<file path="src/rtl/mio_pkg.sv">
// Package for the monitor I/O block: payload structs, port and kind codes,
// USART command bits and the control/status structs of the serial port unit.
// No dependencies.
`timescale 1ns / 1ps
`default_nettype none

package mio_pkg;

   localparam logic [1:0] KIND_READ  = 2'd0;
   localparam logic [1:0] KIND_WRITE = 2'd1;
   localparam logic [1:0] KIND_TICK  = 2'd2;

   localparam logic [3:0] PORT_INT       = 4'd0;
   localparam logic [3:0] PORT_TTY_DATA  = 4'd1;
   localparam logic [3:0] PORT_TTY_STAT  = 4'd2;
   localparam logic [3:0] PORT_CRT_DATA  = 4'd3;
   localparam logic [3:0] PORT_CRT_STAT  = 4'd4;
   localparam logic [3:0] PORT_TAPE_DATA = 4'd5;
   localparam logic [3:0] PORT_TAPE_STAT = 4'd6;
   localparam logic [3:0] PORT_LPT_DATA  = 4'd7;
   localparam logic [3:0] PORT_LPT_STAT  = 4'd8;

   localparam logic [2:0] CFG_TTY_UPPER = 3'd0;
   localparam logic [2:0] CFG_TTY_STRIP = 3'd1;
   localparam logic [2:0] CFG_TTY_SKIP  = 3'd2;
   localparam logic [2:0] CFG_CRT_UPPER = 3'd3;
   localparam logic [2:0] CFG_CRT_STRIP = 3'd4;
   localparam logic [2:0] CFG_CRT_SKIP  = 3'd5;

   localparam logic [1:0] TARGET_TTY   = 2'd0;
   localparam logic [1:0] TARGET_CRT   = 2'd1;
   localparam logic [1:0] TARGET_PUNCH = 2'd2;
   localparam logic [1:0] TARGET_LPT   = 2'd3;

   // interrupt flag bit positions
   localparam int INT_TTYO   = 0;
   localparam int INT_TTYI   = 1;
   localparam int INT_PTP    = 2;
   localparam int INT_PTR    = 3;
   localparam int INT_CRTO   = 4;
   localparam int INT_CRTI   = 5;
   localparam int INT_LPT    = 6;
   localparam int INT_ENABLE = 7;

   // USART command bits
   localparam int CMD_TXEN  = 0;
   localparam int CMD_RXEN  = 2;
   localparam int CMD_RESET = 6;
   localparam logic [5:0] CMD_KEEP = 6'h37;

   localparam logic [7:0] STAT_BASE   = 8'h80;
   localparam logic [7:0] STAT_TX     = 8'h05;
   localparam logic [7:0] STAT_RX     = 8'h02;
   localparam logic [7:0] STRIP_MASK  = 8'h7f;
   localparam logic [7:0] BYTE_NUL    = 8'h00;
   localparam logic [7:0] BYTE_CR     = 8'h0d;
   localparam logic [7:0] CASE_OFFSET = 8'h20;

   typedef struct packed {
      logic [1:0] kind;
      logic [3:0] port;
      logic [7:0] write_byte;
      logic [7:0] host_byte;
      logic       tty_link;
      logic       tty_rx_avail;
      logic       crt_rx_avail;
      logic       tape_link;
      logic       tape_rx_avail;
      logic       tape_tx_space;
   } req_payload_type;

   typedef struct packed {
      logic [7:0] read_byte;
      logic       irq;
      logic       send_valid;
      logic [1:0] send_target;
      logic [7:0] send_byte;
   } rsp_payload_type;

   typedef struct packed {
      logic       read;
      logic       write_data;
      logic       write_cmd;
      logic       tick;
      logic       link;
      logic       rx_avail;
      logic       upper;
      logic       strip;
      logic       skip;
      logic [7:0] host_byte;
      logic [7:0] write_byte;
   } usart_ctl_type;

   typedef struct packed {
      logic [7:0] read_byte;
      logic [7:0] status_byte;
      logic       send_valid;
      logic [7:0] send_byte;
      logic       clr_in;
      logic       clr_out;
      logic       set_in;
      logic       set_out;
   } usart_stat_type;

   function automatic logic [7:0] to_upper(input logic [7:0] c);
      logic is_lower;
      is_lower = c inside {[8'h61:8'h7a]};
      return is_lower ? c - CASE_OFFSET : c;
   endfunction

endpackage

`default_nettype wire

</file>
<file path="src/rtl/mio_stream_if.sv">
// Valid/ready channel carrying one payload struct per transaction.
// Payload type is set by the instantiating level; no dependencies.
`timescale 1ns / 1ps
`default_nettype none

interface mio_stream_if #(parameter type payload_type = logic);
   logic        valid;
   logic        ready;
   payload_type payload;

   modport source (output valid, output payload, input ready);
   modport sink (input valid, input payload, output ready);
endinterface

`default_nettype wire

</file>
<file path="src/rtl/mio_usart.sv">
// One USART-like serial port: mode/command handling, ready flags, data path.
// Depends on mio_pkg; strobes in ctl are already qualified by the transaction.
`timescale 1ns / 1ps
`default_nettype none

module mio_usart
   import mio_pkg::*;
(
   input  wire logic           clock,
   input  wire logic           reset,
   input  wire usart_ctl_type  ctl,
   output usart_stat_type      stat
);

   logic       mode_seen_ff, mode_seen_in;
   logic [5:0] command_ff, command_in;
   logic       tx_ready_ff, tx_ready_in;
   logic       rx_ready_ff, rx_ready_in;
   logic [7:0] last_rx_ff, last_rx_in;

   logic       rx_ok;
   logic       tx_ok;
   logic [7:0] rx_byte;
   logic [5:0] new_cmd;

   always_comb begin
      mode_seen_in = mode_seen_ff;
      command_in   = command_ff;
      tx_ready_in  = tx_ready_ff;
      rx_ready_in  = rx_ready_ff;
      last_rx_in   = last_rx_ff;
      stat         = '0;

      rx_ok   = command_ff[CMD_RXEN] && rx_ready_ff;
      tx_ok   = command_ff[CMD_TXEN] && tx_ready_ff;
      rx_byte = ctl.upper ? to_upper(ctl.host_byte) : ctl.host_byte;
      new_cmd = ctl.write_byte[CMD_RESET] ? '0 : ctl.write_byte[5:0] & CMD_KEEP;

      stat.status_byte = STAT_BASE | (tx_ok ? STAT_TX : '0) | (rx_ok ? STAT_RX : '0);
      stat.read_byte   = last_rx_ff;

      if (ctl.read && rx_ok) begin
         if (ctl.link) begin
            last_rx_in     = rx_byte;
            stat.read_byte = rx_byte;
         end
         rx_ready_in = 1'b0;
         stat.clr_in = 1'b1;
      end

      if (ctl.write_data && tx_ok) begin
         stat.send_valid = ctl.link && !(ctl.skip && ctl.write_byte == BYTE_NUL);
         stat.send_byte  = ctl.strip ? ctl.write_byte & STRIP_MASK : ctl.write_byte;
         tx_ready_in     = 1'b0;
         stat.clr_out    = 1'b1;
      end

      if (ctl.write_cmd) begin
         if (!mode_seen_ff) begin
            mode_seen_in = 1'b1;
         end else begin
            mode_seen_in = !ctl.write_byte[CMD_RESET];
            command_in   = new_cmd;
            if (!new_cmd[CMD_RXEN] && rx_ready_ff) begin
               rx_ready_in = 1'b0;
               stat.clr_in = 1'b1;
            end
            if (!new_cmd[CMD_TXEN] && tx_ready_ff) begin
               tx_ready_in  = 1'b0;
               stat.clr_out = 1'b1;
            end
         end
      end

      if (ctl.tick) begin
         if (command_ff[CMD_RXEN] && !rx_ready_ff && ctl.rx_avail) begin
            rx_ready_in = 1'b1;
            stat.set_in = 1'b1;
         end
         if (command_ff[CMD_TXEN] && !tx_ready_ff) begin
            tx_ready_in  = 1'b1;
            stat.set_out = 1'b1;
         end
      end
   end

   always_ff @(posedge clock) begin
      if (reset) begin
         mode_seen_ff <= 1'b0;
         command_ff   <= '0;
         tx_ready_ff  <= 1'b0;
         rx_ready_ff  <= 1'b0;
         last_rx_ff   <= '0;
      end else begin
         mode_seen_ff <= mode_seen_in;
         command_ff   <= command_in;
         tx_ready_ff  <= tx_ready_in;
         rx_ready_ff  <= rx_ready_in;
         last_rx_ff   <= last_rx_in;
      end
   end

endmodule

`default_nettype wire

</file>
<file path="src/rtl/monitor_io_ports_with_interrupts.sv">
// Top level of the monitor I/O block: bus/tick decode, tape and printer ports,
// interrupt flags, result register. Depends on mio_pkg, mio_stream_if, mio_usart.
//
//   channel  dir  handshake      content
//   req_ch   in   valid/ready    bus read, bus write or tick
//   rsp_ch   out  valid/ready    read data, irq, emitted byte
//   csr_*    in   write enable   six 1-bit option registers
//
// One transaction per cycle: decode, state update and the result are one level
// of logic from the request to the result register. The request is taken
// whenever the result register is empty or being drained in the same cycle.
// Synchronous reset clears all port state, interrupt flags and options.
`timescale 1ns / 1ps
`default_nettype none

module monitor_io_ports_with_interrupts
   import mio_pkg::*;
(
   input  wire logic        clock,
   input  wire logic        reset,
   mio_stream_if.sink       req_ch,
   mio_stream_if.source     rsp_ch,
   input  wire logic        csr_write_enable,
   input  wire logic [2:0]  csr_index,
   input  wire logic [0:0]  csr_write_data
);

   req_payload_type req;
   logic            req_fire;
   logic            is_read, is_write, is_tick;

   logic [5:0]      cfg_ff;

   logic [7:0]      int_flags_ff, int_flags_in;
   logic            reader_ready_ff, reader_ready_in;
   logic            punch_ready_ff, punch_ready_in;
   logic [7:0]      reader_last_ff, reader_last_in;
   logic            printer_ready_ff, printer_ready_in;

   logic            rsp_valid_ff;
   rsp_payload_type rsp_ff, rsp_in;

   usart_ctl_type   tty_ctl, crt_ctl;
   usart_stat_type  tty_stat, crt_stat;

   logic [7:0]      int_clr, int_set;
   logic [7:0]      lpt_byte;

   assign req           = req_ch.payload;
   assign req_ch.ready  = !rsp_valid_ff || rsp_ch.ready;
   assign req_fire      = req_ch.valid && req_ch.ready;
   assign is_read       = req_fire && req.kind == KIND_READ;
   assign is_write      = req_fire && req.kind == KIND_WRITE;
   assign is_tick       = req_fire && req.kind == KIND_TICK;
   assign rsp_ch.valid  = rsp_valid_ff;
   assign rsp_ch.payload = rsp_ff;

   always_comb begin
      tty_ctl            = '0;
      tty_ctl.read       = is_read && req.port == PORT_TTY_DATA;
      tty_ctl.write_data = is_write && req.port == PORT_TTY_DATA;
      tty_ctl.write_cmd  = is_write && req.port == PORT_TTY_STAT;
      tty_ctl.tick       = is_tick && req.tty_link;
      tty_ctl.link       = req.tty_link;
      tty_ctl.rx_avail   = req.tty_rx_avail;
      tty_ctl.upper      = cfg_ff[CFG_TTY_UPPER];
      tty_ctl.strip      = cfg_ff[CFG_TTY_STRIP];
      tty_ctl.skip       = cfg_ff[CFG_TTY_SKIP];
      tty_ctl.host_byte  = req.host_byte;
      tty_ctl.write_byte = req.write_byte;

      crt_ctl            = '0;
      crt_ctl.read       = is_read && req.port == PORT_CRT_DATA;
      crt_ctl.write_data = is_write && req.port == PORT_CRT_DATA;
      crt_ctl.write_cmd  = is_write && req.port == PORT_CRT_STAT;
      crt_ctl.tick       = is_tick;
      crt_ctl.link       = 1'b1;
      crt_ctl.rx_avail   = req.crt_rx_avail;
      crt_ctl.upper      = cfg_ff[CFG_CRT_UPPER];
      crt_ctl.strip      = cfg_ff[CFG_CRT_STRIP];
      crt_ctl.skip       = cfg_ff[CFG_CRT_SKIP];
      crt_ctl.host_byte  = req.host_byte;
      crt_ctl.write_byte = req.write_byte;
   end

   mio_usart u_tty (
      .clock (clock),
      .reset (reset),
      .ctl   (tty_ctl),
      .stat  (tty_stat)
   );

   mio_usart u_crt (
      .clock (clock),
      .reset (reset),
      .ctl   (crt_ctl),
      .stat  (crt_stat)
   );

   assign lpt_byte = ~req.write_byte;

   always_comb begin
      reader_ready_in  = reader_ready_ff;
      punch_ready_in   = punch_ready_ff;
      reader_last_in   = reader_last_ff;
      printer_ready_in = printer_ready_ff;
      rsp_in           = '0;

      int_clr = '0;
      int_set = '0;
      int_clr[INT_TTYI] = tty_stat.clr_in;
      int_clr[INT_TTYO] = tty_stat.clr_out;
      int_clr[INT_CRTI] = crt_stat.clr_in;
      int_clr[INT_CRTO] = crt_stat.clr_out;
      int_set[INT_TTYI] = tty_stat.set_in;
      int_set[INT_TTYO] = tty_stat.set_out;
      int_set[INT_CRTI] = crt_stat.set_in;
      int_set[INT_CRTO] = crt_stat.set_out;

      if (is_read) begin
         case (req.port)
            PORT_INT:       rsp_in.read_byte = {1'b0, int_flags_ff[6:0]};
            PORT_TTY_DATA:  rsp_in.read_byte = tty_stat.read_byte;
            PORT_TTY_STAT:  rsp_in.read_byte = tty_stat.status_byte;
            PORT_CRT_DATA:  rsp_in.read_byte = crt_stat.read_byte;
            PORT_CRT_STAT:  rsp_in.read_byte = crt_stat.status_byte;
            PORT_TAPE_DATA: begin
               if (reader_ready_ff) begin
                  if (req.tape_link) begin
                     reader_last_in = req.host_byte;
                  end
                  reader_ready_in  = 1'b0;
                  int_clr[INT_PTR] = 1'b1;
               end
               rsp_in.read_byte = reader_last_in;
            end
            PORT_TAPE_STAT: rsp_in.read_byte = {5'd0, punch_ready_ff, 1'b0, reader_ready_ff};
            PORT_LPT_STAT:  rsp_in.read_byte = {7'd0, printer_ready_ff};
            default:        rsp_in.read_byte = '0;
         endcase
      end

      if (is_write) begin
         case (req.port)
            PORT_TTY_DATA: begin
               rsp_in.send_valid  = tty_stat.send_valid;
               rsp_in.send_target = TARGET_TTY;
               rsp_in.send_byte   = tty_stat.send_byte;
            end
            PORT_CRT_DATA: begin
               rsp_in.send_valid  = crt_stat.send_valid;
               rsp_in.send_target = TARGET_CRT;
               rsp_in.send_byte   = crt_stat.send_byte;
            end
            PORT_TAPE_DATA: begin
               if (punch_ready_ff) begin
                  rsp_in.send_valid  = req.tape_link;
                  rsp_in.send_target = TARGET_PUNCH;
                  rsp_in.send_byte   = req.write_byte;
                  punch_ready_in     = 1'b0;
                  int_clr[INT_PTP]   = 1'b1;
               end
            end
            PORT_LPT_DATA: begin
               if (printer_ready_ff) begin
                  rsp_in.send_valid  = lpt_byte != BYTE_CR && lpt_byte != BYTE_NUL;
                  rsp_in.send_target = TARGET_LPT;
                  rsp_in.send_byte   = lpt_byte;
                  printer_ready_in   = 1'b0;
                  int_clr[INT_LPT]   = 1'b1;
               end
            end
            default: ;
         endcase
      end

      if (is_tick) begin
         if (req.tape_link) begin
            if (req.tape_rx_avail && !reader_ready_ff) begin
               reader_ready_in  = 1'b1;
               int_set[INT_PTR] = 1'b1;
            end
            if (req.tape_tx_space && !punch_ready_ff) begin
               punch_ready_in   = 1'b1;
               int_set[INT_PTP] = 1'b1;
            end
         end else begin
            reader_ready_in  = 1'b0;
            punch_ready_in   = 1'b0;
            int_clr[INT_PTR] = reader_ready_ff;
            int_clr[INT_PTP] = punch_ready_ff;
         end
         if (!printer_ready_ff) begin
            printer_ready_in = 1'b1;
            int_set[INT_LPT] = 1'b1;
         end
      end

      if (is_write && req.port == PORT_INT) begin
         int_flags_in = {req.write_byte[7], int_flags_ff[6:0] & ~req.write_byte[6:0]};
      end else begin
         int_flags_in = (int_flags_ff & ~int_clr) | int_set;
      end

      if (!rsp_in.send_valid) begin
         rsp_in.send_target = TARGET_TTY;
         rsp_in.send_byte   = '0;
      end
      rsp_in.irq = int_flags_in[INT_ENABLE] && |int_flags_in[6:0];
   end

   always_ff @(posedge clock) begin
      if (reset) begin
         cfg_ff <= '0;
      end else if (csr_write_enable) begin
         case (csr_index)
            CFG_TTY_UPPER: cfg_ff[CFG_TTY_UPPER] <= csr_write_data[0];
            CFG_TTY_STRIP: cfg_ff[CFG_TTY_STRIP] <= csr_write_data[0];
            CFG_TTY_SKIP:  cfg_ff[CFG_TTY_SKIP]  <= csr_write_data[0];
            CFG_CRT_UPPER: cfg_ff[CFG_CRT_UPPER] <= csr_write_data[0];
            CFG_CRT_STRIP: cfg_ff[CFG_CRT_STRIP] <= csr_write_data[0];
            CFG_CRT_SKIP:  cfg_ff[CFG_CRT_SKIP]  <= csr_write_data[0];
            default: ;
         endcase
      end
   end

   always_ff @(posedge clock) begin
      if (reset) begin
         int_flags_ff     <= '0;
         reader_ready_ff  <= 1'b0;
         punch_ready_ff   <= 1'b0;
         reader_last_ff   <= '0;
         printer_ready_ff <= 1'b0;
         rsp_valid_ff     <= 1'b0;
      end else begin
         int_flags_ff     <= int_flags_in;
         reader_ready_ff  <= reader_ready_in;
         punch_ready_ff   <= punch_ready_in;
         reader_last_ff   <= reader_last_in;
         printer_ready_ff <= printer_ready_in;
         if (req_fire) begin
            rsp_valid_ff <= 1'b1;
         end else if (rsp_ch.ready) begin
            rsp_valid_ff <= 1'b0;
         end
      end
   end

   always_ff @(posedge clock) begin
      if (req_fire) begin
         rsp_ff <= rsp_in;
      end
   end

   // irq in a pending result always matches the current interrupt flags
   a_irq_tracks_flags: assert property (@(posedge clock) disable iff (reset)
      rsp_valid_ff |-> rsp_ff.irq == (int_flags_ff[INT_ENABLE] && |int_flags_ff[6:0]))
      else $error("irq in result disagrees with interrupt flags");

   // a tick always leaves the printer ready
   a_tick_printer: assert property (@(posedge clock) disable iff (reset)
      is_tick |=> printer_ready_ff)
      else $error("printer not ready after tick");

   // printer request is never pending without the printer being ready
   a_lpt_request: assert property (@(posedge clock) disable iff (reset)
      int_flags_ff[INT_LPT] |-> printer_ready_ff)
      else $error("printer request without printer ready");

   // an idle result slot is never left empty while a request waits
   a_no_stall: assert property (@(posedge clock) disable iff (reset)
      (!rsp_valid_ff && req_ch.valid) |=> rsp_valid_ff)
      else $error("request not taken while result slot empty");

endmodule

`default_nettype wire

</file>
<file path="src/flat_wrapper.sv">
// flat-port wrapper written by rule: the top's interface ports become plain ports
module monitor_io_ports_with_interrupts_flat import mio_pkg::*;
  (clock, reset, csr_write_enable, csr_index, csr_write_data, req_ch_valid, req_ch_payload, req_ch_ready, rsp_ch_valid, rsp_ch_payload, rsp_ch_ready);
  mio_stream_if #(.payload_type(req_payload_type)) req_ch_i ();
  mio_stream_if #(.payload_type(rsp_payload_type)) rsp_ch_i ();
  input  wire logic clock;
  input  wire logic reset;
  input  wire logic csr_write_enable;
  input  wire logic [2:0] csr_index;
  input  wire logic [0:0] csr_write_data;
  input wire logic [$bits(req_ch_i.valid)-1:0] req_ch_valid;
  input wire logic [$bits(req_ch_i.payload)-1:0] req_ch_payload;
  output wire logic [$bits(req_ch_i.ready)-1:0] req_ch_ready;
  output wire logic [$bits(rsp_ch_i.valid)-1:0] rsp_ch_valid;
  output wire logic [$bits(rsp_ch_i.payload)-1:0] rsp_ch_payload;
  input wire logic [$bits(rsp_ch_i.ready)-1:0] rsp_ch_ready;
  assign req_ch_i.valid = req_ch_valid;
  assign req_ch_i.payload = req_ch_payload;
  assign req_ch_ready = req_ch_i.ready;
  assign rsp_ch_valid = rsp_ch_i.valid;
  assign rsp_ch_payload = rsp_ch_i.payload;
  assign rsp_ch_i.ready = rsp_ch_ready;
  monitor_io_ports_with_interrupts u_core (.clock(clock), .reset(reset), .req_ch(req_ch_i), .rsp_ch(rsp_ch_i), .csr_write_enable(csr_write_enable), .csr_index(csr_index), .csr_write_data(csr_write_data));
endmodule
</file>
<file path="config.mk">
export PLATFORM = sky130hd
export DESIGN_NAME = monitor_io_ports_with_interrupts_flat
export DESIGN_NICKNAME = d
export VERILOG_FILES = /design/src/rtl/mio_pkg.sv /design/src/rtl/mio_stream_if.sv /design/src/rtl/mio_usart.sv /design/src/rtl/monitor_io_ports_with_interrupts.sv /design/src/flat_wrapper.sv
export SDC_FILE = /design/constraint.sdc
export NUM_CORES = 1
export LEC_CHECK = 0
export BUFFER_PORTS_ARGS = -buffer_cell sky130_fd_sc_hd__buf_2
export CAP_MARGIN = 0
export CORE_MARGIN = 8
export CORE_UTILIZATION = 55
export DETAILED_ROUTE_END_ITERATION = 6
export PLACE_DENSITY = 0.79
export SKIP_CTS_REPAIR_TIMING = 1
export SLEW_MARGIN = 20
export SYNTH_ARGS = -nofsm -noshare
export SYNTH_HDL_FRONTEND = slang
export SYNTH_HIERARCHICAL = 1
export SYNTH_SLANG_ARGS = --single-unit
</file>
<file path="constraint.sdc">
create_clock -name clock -period 4.1 [get_ports clock]
set_input_delay 0.41 -clock clock [delete_from_list [all_inputs] [get_ports clock]]
set_output_delay 0.41 -clock clock [all_outputs]
set_load 0.005 [all_outputs]
</file>
==> results of run 1 <==
## final cells by class
class / instances / area, um^2
clock buffer: 9 / 124
clock inverter: 7 / 95.1
fill: 713 / 3140
inverter: 13 / 48.8
multi-input combinational: 369 / 2570
sequential: 72 / 1640
tap: 105 / 131
timing repair buffer: 60 / 305
## path summary, 6_finish.rpt
check                              end  depth (start not counted)
max          u_core/rsp_ch.payload[11]                         11
min                u_core/rsp_ch.valid                          3
max reg2reg  u_core/rsp_ch.payload[11]                         11
min reg2reg   u_core/reader_last_ff[6]                          2
## power by group
| part | internal (mW) | total [mW] | switching, mW |
|---|---|---|---|
| Sequential | 0.742 | 0.748 | 0.00538 |
| Combinational | 0.0491 | 0.149 | 0.0994 |
| Clock | 0.343 | 0.621 | 0.277 |
## placed cells by master (no fill, tap or decap), drive strengths merged, types with 6 or more instances in the layout
cell type,n
and2,24
nand2,36
nand2b,6
a22oi,13
clkbuf,9
nor3,8
and3,6
nor2,41
nand3,9
o21ai,25
edfxtp,20
buf,60
inv,14
a21oi,25
nor2b,23
a222oi,7
mux2,22
mux2i,29
conb,12
dfxtp,52
## metal layers
metal  track usage  wire length (um)
met3        0.0466              1010
met4        0.0905               272
met1         0.270              5130
met5             0                 0
met2         0.317              5340
## registers in the layout (all words and copies together) (netlist names)
name and flops:
u_core/cfg_ff 6, u_core/int_flags_ff 8, u_core/printer_ready_ff 1, u_core/punch_ready_ff 1
u_core/reader_last_ff 8, u_core/reader_ready_ff 1, u_core/rsp_ch.payload 20, u_core/rsp_ch.valid 1
u_core/u_crt/command_ff 2, u_core/u_crt/last_rx_ff 8, u_core/u_crt/mode_seen_ff 1, u_core/u_crt/rx_ready_ff 1
u_core/u_crt/tx_ready_ff 1, u_core/u_tty/command_ff 2, u_core/u_tty/last_rx_ff 8, u_core/u_tty/mode_seen_ff 1
u_core/u_tty/rx_ready_ff 1, u_core/u_tty/tx_ready_ff 1
## worst max-delay path, delay by kind of cell, from the launching register on
family,cells,cell delay (ps)
compound gates,5,1010
flops,1,310
simple gates,5,1890
buf+inv,1,50
## metrics by stage
| step | cell area (um^2) | hold WS (ps) | util |
|---|---|---|---|
| final | 4910 | 366 | 0.610 |
| after floorplan | 4500 | 458 | - |
| after global placement | 4690 | 471 | 0.583 |
| after detailed placement | 4690 | 489 | 0.583 |
| after CTS | 4910 | 350 | 0.610 |
| after global routing | 4910 | 390 | 0.610 |
## cells by family (layout without fill, tap and decap cells)
group                    Yosys count  count (layout)  share of synthesized area
flip-flops                        72              72                      0.367
multiplexers                      51              51                      0.120
AO/OA/AOI/OAI                    117             117                      0.192
adder cells (fa/ha/maj)            2               2                    0.00559
AND/OR/NAND/NOR                  187             187                      0.245
other                              5              12                    0.00419
buffers and inverters             52              89                     0.0662
==> flow_metrics.env, run 1 <==
export IMPL_area_growth_pct=9.70
export IMPL_period_share=0.862
export IMPL_port_buffers=58
export IMPL_ys_seq_elements=72
export IMPL_relSlewSlack=0.355
export IMPL_rsz0062_at_grt="no"
export IMPL_yosysMostFrequentCell="dfxtp_1"
export IMPL_die_width_um=106
export IMPL_fmax_ghz=0.283
export IMPL_grt_pass1_vias=3736
export IMPL_placed_cells=619
export IMPL_drive_gt1_frac=0.245
export IMPL_clock_path_buffers=2
export IMPL_rrSetupSlack_ps=570
export IMPL_final_cell_count_no_fill=635
export IMPL_final_max_slew_viol_count=0
export IMPL_maxCapViolCount=0
export IMPL_totalWireLength_um=11700
export IMPL_gp_congestion=0.901
export IMPL_slowest_stage="nor4bb_1"
export IMPL_critPathMaxStageDelay_ps=690
export IMPL_ant_nets=0
export IMPL_leakagePower_nw=2.01
export IMPL_antenna_cells=0
export IMPL_antenna_found_initial=0
export IMPL_cpMostUsedCell="a41oi_1"
export IMPL_cts_htree_levels=3
export IMPL_synth_area_leader_cell="dfxtp_1"
export IMPL_grt_usage=0.206
export IMPL_finalPower_mw=1.52
export IMPL_cp_required_ps=4160
export IMPL_drc=0
export IMPL_seq_area_frac_synth=0.367
export IMPL_start_util=0.556
export IMPL_synthTopCellsByArea="dfxtp_1, edfxtp_1, mux2i_1"
export IMPL_dr_first_iter_drc_count=367
export IMPL_min_from="req_ch_valid"
export IMPL_io_pins=59
export IMPL_grt_pass1_wl_um=18800
export IMPL_grt_ovfl_total=0
export IMPL_synth_area_um2=4480
export IMPL_grt_max_degree=55
export IMPL_tightest_slew_ps=968
export IMPL_clk_pin_slew_worst_paths_ps=80
export IMPL_yosys_area_top_type_share=0.232
export IMPL_critical_path_cell_chain="nand2b_1 -> nand3_1 -> nor4bb_1 -> nand2_1 -> nor2_1 -> a21o_1 -> inv_1 -> a41oi_1 -> a211oi_1 -> a221oi_1 -> a41oi_1"
export IMPL_status="completed"
export IMPL_worst_ir_drop_vdd_uv=149
export IMPL_cts_made_buffers=9
export IMPL_yosys_cell_types_count=72
export IMPL_synth_edf_count=20
export IMPL_async_flop_share=0
export IMPL_finalClockSkew_ps=11.7
export IMPL_yosys_warnings=6
export IMPL_clkLatencyLatePin_ps=350
export IMPL_regToRegStartpoint="u_core/rsp_ch.valid"
export IMPL_rows=33
export IMPL_period_minus_slack_ps=3530
export IMPL_cp_arrival_ps=3590
export IMPL_synthTopCellsByCount="dfxtp_1, nor2_1, nand2_1, mux2i_1"
export IMPL_critPathCaptureType="flip-flop"
export IMPL_cts_root_buf="clkbuf_8"
export IMPL_first_pass_iters=5
export IMPL_p_per_area_nw_per_um2=309
export IMPL_critPathLaunch="u_core/rsp_ch.valid"
export IMPL_setup_tns_ps=0
export IMPL_syn_area_per_cell_um2=9.21
export IMPL_die_area_um2=11300
export IMPL_setup_viol=0
export IMPL_layout_setup_ws_ps=565
export IMPL_synthCells=486
export IMPL_nets=564
export IMPL_path_max_fanout=10
export IMPL_hp_class="in -> reg"
export IMPL_viasPerCell=6.32
export IMPL_fp_dieH_um=106
export IMPL_cts_sinks=72
export IMPL_via_count=4011
export IMPL_worstSetupPathType="reg -> reg"
export IMPL_coreArea_um2=8050
export IMPL_hpwl_um=8420
export IMPL_dp_slack_ps=497
export IMPL_wire_per_inst_um=18.5
export IMPL_ys_flop_type="dfxtp_1"
export IMPL_cp_start_kind="flip-flop"
export IMPL_hold_viol_final=0
export IMPL_cts_tree="yes"
Note: power is estimated with default switching activity, not from simulation.
==> run 2: changes to the inputs <==
--- a/config.mk
+++ b/config.mk
@@ -5,12 +5,15 @@
 export SDC_FILE = /design/constraint.sdc
 export NUM_CORES = 1
 export LEC_CHECK = 0
+export ABC_AREA = 1
 export BUFFER_PORTS_ARGS = -buffer_cell sky130_fd_sc_hd__buf_2
 export CAP_MARGIN = 0
+export CORE_ASPECT_RATIO = 1.25
 export CORE_MARGIN = 8
 export CORE_UTILIZATION = 55
 export DETAILED_ROUTE_END_ITERATION = 6
-export PLACE_DENSITY = 0.79
+export PLACE_DENSITY = 0.78
+export REMOVE_ABC_BUFFERS = 1
 export SKIP_CTS_REPAIR_TIMING = 1
 export SLEW_MARGIN = 20
 export SYNTH_ARGS = -nofsm -noshare
==> run 2 against run 1 <==
  * Sequential share of layout area is 0.60 points lower
  * Via count is 7.7% higher
  * Synthesized area increased by 0.92%
  * Setup slack gained 1100 ps
  * Clock skew decreased by 2.9 ps
  * Wire length up 4.0%
  * Hold slack worse by 13 ps
  * Final area grew 1.8%
==> flow_metrics.env, run 2 <==
export IMPL_yosysMostFrequentCell="nand2_1"
export IMPL_setup_viol=0
export IMPL_clkLatencyLatePin_ps=360
export IMPL_period_share=0.602
export IMPL_layout_setup_ws_ps=1630
export IMPL_relSlewSlack=0.407
export IMPL_period_minus_slack_ps=2470
export IMPL_hp_class="in -> reg"
export IMPL_min_from="rsp_ch_ready"
export IMPL_p_sw_frac=0.246
export IMPL_cpMostUsedCell="nor2_1"
export IMPL_clockPowerShare=0.435
export IMPL_final_common_cell="nand2_1"
export IMPL_via_count=4320
export IMPL_die_width_um=97.1
export IMPL_async_flop_share=0
export IMPL_clk_pin_slew_worst_paths_ps=80
export IMPL_leakagePower_nw=2.26
export IMPL_cts_tree="yes"
export IMPL_cts_root_buf="clkbuf_8"
export IMPL_port_buffers=58
export IMPL_fmax_ghz=0.405
export IMPL_hold_viol_final=0
export IMPL_antenna_cells=0
export IMPL_met2_usage=0.375
export IMPL_rows=37
export IMPL_slowest_stage="dfxtp_1"
export IMPL_rsz0062_at_grt="no"
export IMPL_status="completed"
export IMPL_dr_first_iter_drc_count=233
export IMPL_yosys_cell_types_count=46
export IMPL_p_sw_mw=0.391
export IMPL_cp_required_ps=4220
export IMPL_setup_tns_ps=0
export IMPL_die_area_um2=11400
export IMPL_cp_arrival_ps=2590
export IMPL_viasPerCell=5.54
export IMPL_worstSetupPathType="reg -> reg"
export IMPL_area_growth_pct=10.7
export IMPL_io_pins=59
export IMPL_nets=717
export IMPL_critPathCaptureType="flip-flop"
export IMPL_gr_usage_met3=0.0482
export IMPL_grt_pass1_wl_um=20100
export IMPL_antenna_found_initial=0
export IMPL_critPathTopFamily="simple AND/OR/NAND/NOR gates"
export IMPL_p_per_area_nw_per_um2=318
export IMPL_fp_dieH_um=117
export IMPL_start_util=0.558
export IMPL_finalClockSkew_ps=8.86
export IMPL_wire_per_inst_um=15.7
export IMPL_cts_made_buffers=9
export IMPL_ys_flop_type="dfxtp_1"
export IMPL_path_buf_inv=2
export IMPL_ant_nets=0
export IMPL_syn_area_per_cell_um2=7.15
export IMPL_yosys_warnings=6
export IMPL_path_max_fanout=9
export IMPL_coreArea_um2=8100
export IMPL_synth_area_um2=4520
export IMPL_synth_area_leader_cell="dfxtp_1"
export IMPL_seq_area_frac_synth=0.363
export IMPL_yosys_area_top_type_share=0.230
export IMPL_critPathMaxStageDelay_ps=320
export IMPL_layout_common_cells="nand2_1, inv_1, nor2_1"
export IMPL_grt_max_degree=51
export IMPL_gp_congestion=0.903
export IMPL_combPwrFrac=0.093
export IMPL_cts_htree_levels=3
export IMPL_grt_pass1_vias=4282
export IMPL_first_pass_iters=5
export IMPL_stdcell_area_um2=5000
export IMPL_dp_slack_ps=1390
export IMPL_synth_edf_count=20
export IMPL_ys_seq_elements=72
export IMPL_top_usage_layer="met2"
export IMPL_critPathLaunch="u_core/rsp_ch.valid"
export IMPL_layout_core_utilization=0.617
export IMPL_power_internal_mw=1.20
export IMPL_cts_sinks=72
export IMPL_cp_start_kind="flip-flop"
export IMPL_grtUsageMet1=0.227
export IMPL_grt_usage=0.213
export IMPL_worst_ir_drop_vdd_uv=247
export IMPL_final_max_slew_viol_count=0
export IMPL_grt_ovfl_total=0
export IMPL_synthTopCellsByArea="dfxtp_1, edfxtp_1, nand2_1"
export IMPL_totalWireLength_um=12200
export IMPL_seqPwrFrac=0.472
export IMPL_maxCapViolCount=0
export IMPL_clock_path_buffers=2
export IMPL_hpwl_um=9130
export IMPL_drc=0
export IMPL_largest_reg_flops=20
export IMPL_critical_path_cell_chain="nand2_2 -> nand2_4 -> nor2_8 -> inv_2 -> nor2_1 -> nand2_1 -> inv_1 -> o21ai_0 -> o21ai_0 -> nor2_1 -> nor2_1 -> nand2_1 -> nand2_1 -> nand2_1 -> nor2_1 -> nand3_1 -> nor2_1 -> nor2_1"
export IMPL_regToRegStartpoint="u_core/rsp_ch.valid"
export IMPL_synthCells=632
export IMPL_place_area_um2=4750
export IMPL_tightest_slew_ps=885
export IMPL_drive_gt1_frac=0.199
export IMPL_synthTopCellsByCount="nand2_1, inv_1, nor2_1, dfxtp_1, a21oi_1"
## run 2: changes by cell type after synthesis, sizes merged, moves of 23 or more
cell,before,now
inv,13,107
nand2,36,129
nor2,41,97
mux2i,29,2
and2,24,0
nand3,9,32
nor2b,23,0
## run 2: final timing paths
path                                     to  slack [ps]  cells after the start
setup / recovery  u_core/rsp_ch.payload[11]        1630                     18
hold / removal          u_core/rsp_ch.valid         350                      4
setup reg to reg  u_core/rsp_ch.payload[11]        1630                     18
hold reg to reg    u_core/reader_last_ff[6]         470                      2
## run 2: kinds of logic (layout without fill, tap and decap cells)
family / Yosys count / in the layout / synth area share
compound gates: 110 / 110 / 0.165
buf+inv: 138 / 182 / 0.138
other cells: 5 / 12 / 0.00415
mux: 5 / 5 / 0.0119
flops: 72 / 72 / 0.363
simple gates: 300 / 300 / 0.312
fa+ha+maj: 2 / 2 / 0.00554
## run 2: through the flow
stage | total power [mW] | std cells | hold slack, ps
final | 1.59 | 780 | 353
after global routing | 1.65 | 780 | 349
after CTS | 1.60 | 780 | 341
after detailed placement | 0.913 | 764 | 457
after global placement | 0.908 | 764 | 449
after floorplan | 0.836 | 608 | 431
## run 2: worst reg2reg max path: stages, from the launching register on
cell     delay, ps
dfxtp_1        320
nand2_2        100
nand2_4         90
nor2_8         190
inv_2          110
nor2_1         190
nand2_1        100
inv_1          110
o21ai_0        150
o21ai_0        180
nor2_1          60
nor2_1          90
nand2_1         70
nand2_1         90
nand2_1         60
nor2_1          80
nand3_1         80
nor2_1         110
nor2_1          50
## run 2: layout make-up
cell class	count	area (um^2)
Clock inverter	5	73.8
Clock buffer	11	174
Tap cell	97	121
Fill cell	720	3100
Timing Repair Buffer	59	298
Multi-Input combinational cell	429	2280
Inverter	107	414
Sequential cell	72	1640
## run 2: routing by layer
metal | share of wire | routed length, um
met2 | 0.51 | 6210
met5 | 0 | 0
met1 | 0.40 | 4830
met3 | 0.059 | 721
met4 | 0.038 | 461
## run 2: power groups by stage
stage | clock network, mW | logic [mW] | registers, mW
after global placement | 0 | 0.143 | 0.765
after floorplan | 0 | 0.0701 | 0.766
after CTS | 0.700 | 0.148 | 0.749
final | 0.691 | 0.148 | 0.749
after detailed placement | 0 | 0.147 | 0.766
after global routing | 0.734 | 0.164 | 0.750
==> run 3: changes to the inputs <==
--- a/config.mk
+++ b/config.mk
@@ -5,14 +5,14 @@
 export SDC_FILE = /design/constraint.sdc
 export NUM_CORES = 1
 export LEC_CHECK = 0
-export ABC_AREA = 1
+export ABC_AREA = 0
 export BUFFER_PORTS_ARGS = -buffer_cell sky130_fd_sc_hd__buf_2
 export CAP_MARGIN = 0
 export CORE_ASPECT_RATIO = 1.25
 export CORE_MARGIN = 8
 export CORE_UTILIZATION = 55
 export DETAILED_ROUTE_END_ITERATION = 6
-export PLACE_DENSITY = 0.78
+export PLACE_DENSITY = 0.79
 export REMOVE_ABC_BUFFERS = 1
 export SKIP_CTS_REPAIR_TIMING = 1
 export SLEW_MARGIN = 20
==> constraint.sdc (replaced) <==
create_clock -name clock -period 2.3 [get_ports clock]
set_input_delay 0.23 -clock clock [delete_from_list [all_inputs] [get_ports clock]]
set_output_delay 0.23 -clock clock [all_outputs]
set_load 0.005 [all_outputs]
==> run 3 against run 2 <==
  * The flow now finishes with violations (setup timing)
  * Highest routed layer unchanged
  * Critical path depth is 6 lower
  * Final area grew 8.9%
  * Wire length is 8.5% higher
  * Sequential share of layout area down 2.7 points
  * Final cell count is 11% lower
  * Die area fell by 0.77%
  * Fmax shrank 2.9%
  * Largest cell class unchanged
  * Largest power group unchanged
  * Power is 65% higher
==> flow_metrics.env, run 3 (synthesized netlist as in run 1, its figures left out) <==
export IMPL_status="complete, but fails checks"
export IMPL_violations="setup timing"
export IMPL_totalWireLength_um=13300
export IMPL_drc=0
export IMPL_grt_usage=0.224
export IMPL_clkLatencyLatePin_ps=360
export IMPL_rows=37
export IMPL_cp_arrival_ps=2630
export IMPL_clock_path_buffers=2
export IMPL_setup_tns_ps=-393
export IMPL_gp_congestion=0.956
export IMPL_fillCellCount=632
export IMPL_ant_nets=0
export IMPL_cts_tree="yes"
export IMPL_placed_cells=671
export IMPL_area_growth_pct=21.7
export IMPL_wire_per_inst_um=19.1
export IMPL_leakagePower_nw=2.31
export IMPL_layout_setup_ws_ps=-239
export IMPL_relSlewSlack=0.317
export IMPL_drive_gt1_frac=0.346
export IMPL_maxCapViolCount=0
export IMPL_die_width_um=96.7
export IMPL_coreArea_um2=8060
export IMPL_cp_required_ps=2400
export IMPL_path_max_fanout=4
export IMPL_dp_slack_ps=-314
export IMPL_fmax_ghz=0.394
export IMPL_layout_core_utilization=0.676
export IMPL_min_from="csr_write_data"
export IMPL_final_max_slew_viol_count=0
export IMPL_hpwl_um=9700
export IMPL_cts_sinks=72
export IMPL_grt_pass1_vias=4221
export IMPL_io_pins=59
export IMPL_die_area_um2=11300
export IMPL_finalClockSkew_ps=11.7
export IMPL_hp_class="in -> reg"
export IMPL_cts_htree_levels=3
export IMPL_setup_viol=5
export IMPL_clk_pin_slew_worst_paths_ps=80
export IMPL_worst_ir_drop_vdd_uv=390
export IMPL_antenna_cells=0
export IMPL_final_common_cell="buf_4"
export IMPL_cts_root_buf="clkbuf_8"
export IMPL_port_buffers=58
export IMPL_period_minus_slack_ps=2540
export IMPL_stdcell_area_um2=5450
export IMPL_finalPower_mw=2.62
export IMPL_antenna_found_initial=0
export IMPL_hold_viol_final=0
export IMPL_via_count=4314
export IMPL_grt_max_degree=37
export IMPL_cp_start_kind="flip-flop"
export IMPL_viasPerCell=6.23
export IMPL_grt_pass1_wl_um=20300
export IMPL_tightest_slew_ps=1020
export IMPL_cts_made_buffers=9
export IMPL_p_per_area_nw_per_um2=480
export IMPL_fp_dieH_um=117
export IMPL_regToRegStartpoint="u_core/rsp_ch.valid"
export IMPL_worstSetupPathType="reg -> reg"
export IMPL_start_util=0.556
export IMPL_whs_ps=206
export IMPL_grt_ovfl_total=0
export IMPL_layout_common_cells="buf_4, buf_2, dfxtp_1"
export IMPL_critPathCaptureType="flip-flop"
export IMPL_dr_first_iter_drc_count=336
export IMPL_critPathLaunch="u_core/rsp_ch.valid"
export IMPL_place_area_um2=5130
export IMPL_period_share=1.10
export IMPL_rsz0062_at_grt="yes"
export IMPL_first_pass_iters=5
export IMPL_largest_reg_flops=20
export IMPL_final_cell_count_no_fill=693
export IMPL_nets=630
==> run 3: per-layer routing <==
| layer | up-vias | routed length (um) | global-route usage |
|---|---|---|---|
| met5 | - | 0 | 0 |
| met4 | 0 | 669 | 0.152 |
| met3 | 58 | 998 | 0.0470 |
| met2 | 243 | 6670 | 0.399 |
| met1 | 2034 | 4930 | 0.236 |
| li1 | 1979 | - | - |
==> run 3: cell type report <==
type | instances | area (um^2) | area share
Multi-Input combinational cell | 369 | 2650 | 0.486
Sequential cell | 72 | 1640 | 0.301
Timing Repair Buffer | 126 | 808 | 0.148
Clock buffer | 11 | 131 | 0.0241
Tap cell | 97 | 121 | 0.0223
Inverter | 13 | 48.8 | 0.00896
Clock inverter | 5 | 47.5 | 0.00873
==> run 3: power breakdown <==
part           internal, mW  switching, mW  total (mW)
Clock                 0.491          0.474       0.965
Combinational         0.121          0.195       0.315
Sequential             1.32         0.0118        1.34
==> run 3: critical path, cell delays in order, from the launching register on <==
cell and delay (ps):
dfxtp_2 350, nand2b_4 90, nand3b_1 180, nor2_4 200
nand4_4 150, buf_6 160, mux2i_2 220, o21ai_1 110
mux2_2 290, nand2_2 70, o21ai_1 60, a222oi_1 320
nor2_1 90
==> run 3: final timing paths <==
path | end | slack [ps] | depth (start not counted)
worst min-delay path | u_core/cfg_ff[3] | 210 | 3
worst max-delay path | u_core/rsp_ch.payload[19] | -240 | 12
worst min register to register | u_core/reader_last_ff[3] | 510 | 2
worst max register to register | u_core/rsp_ch.payload[19] | -240 | 12
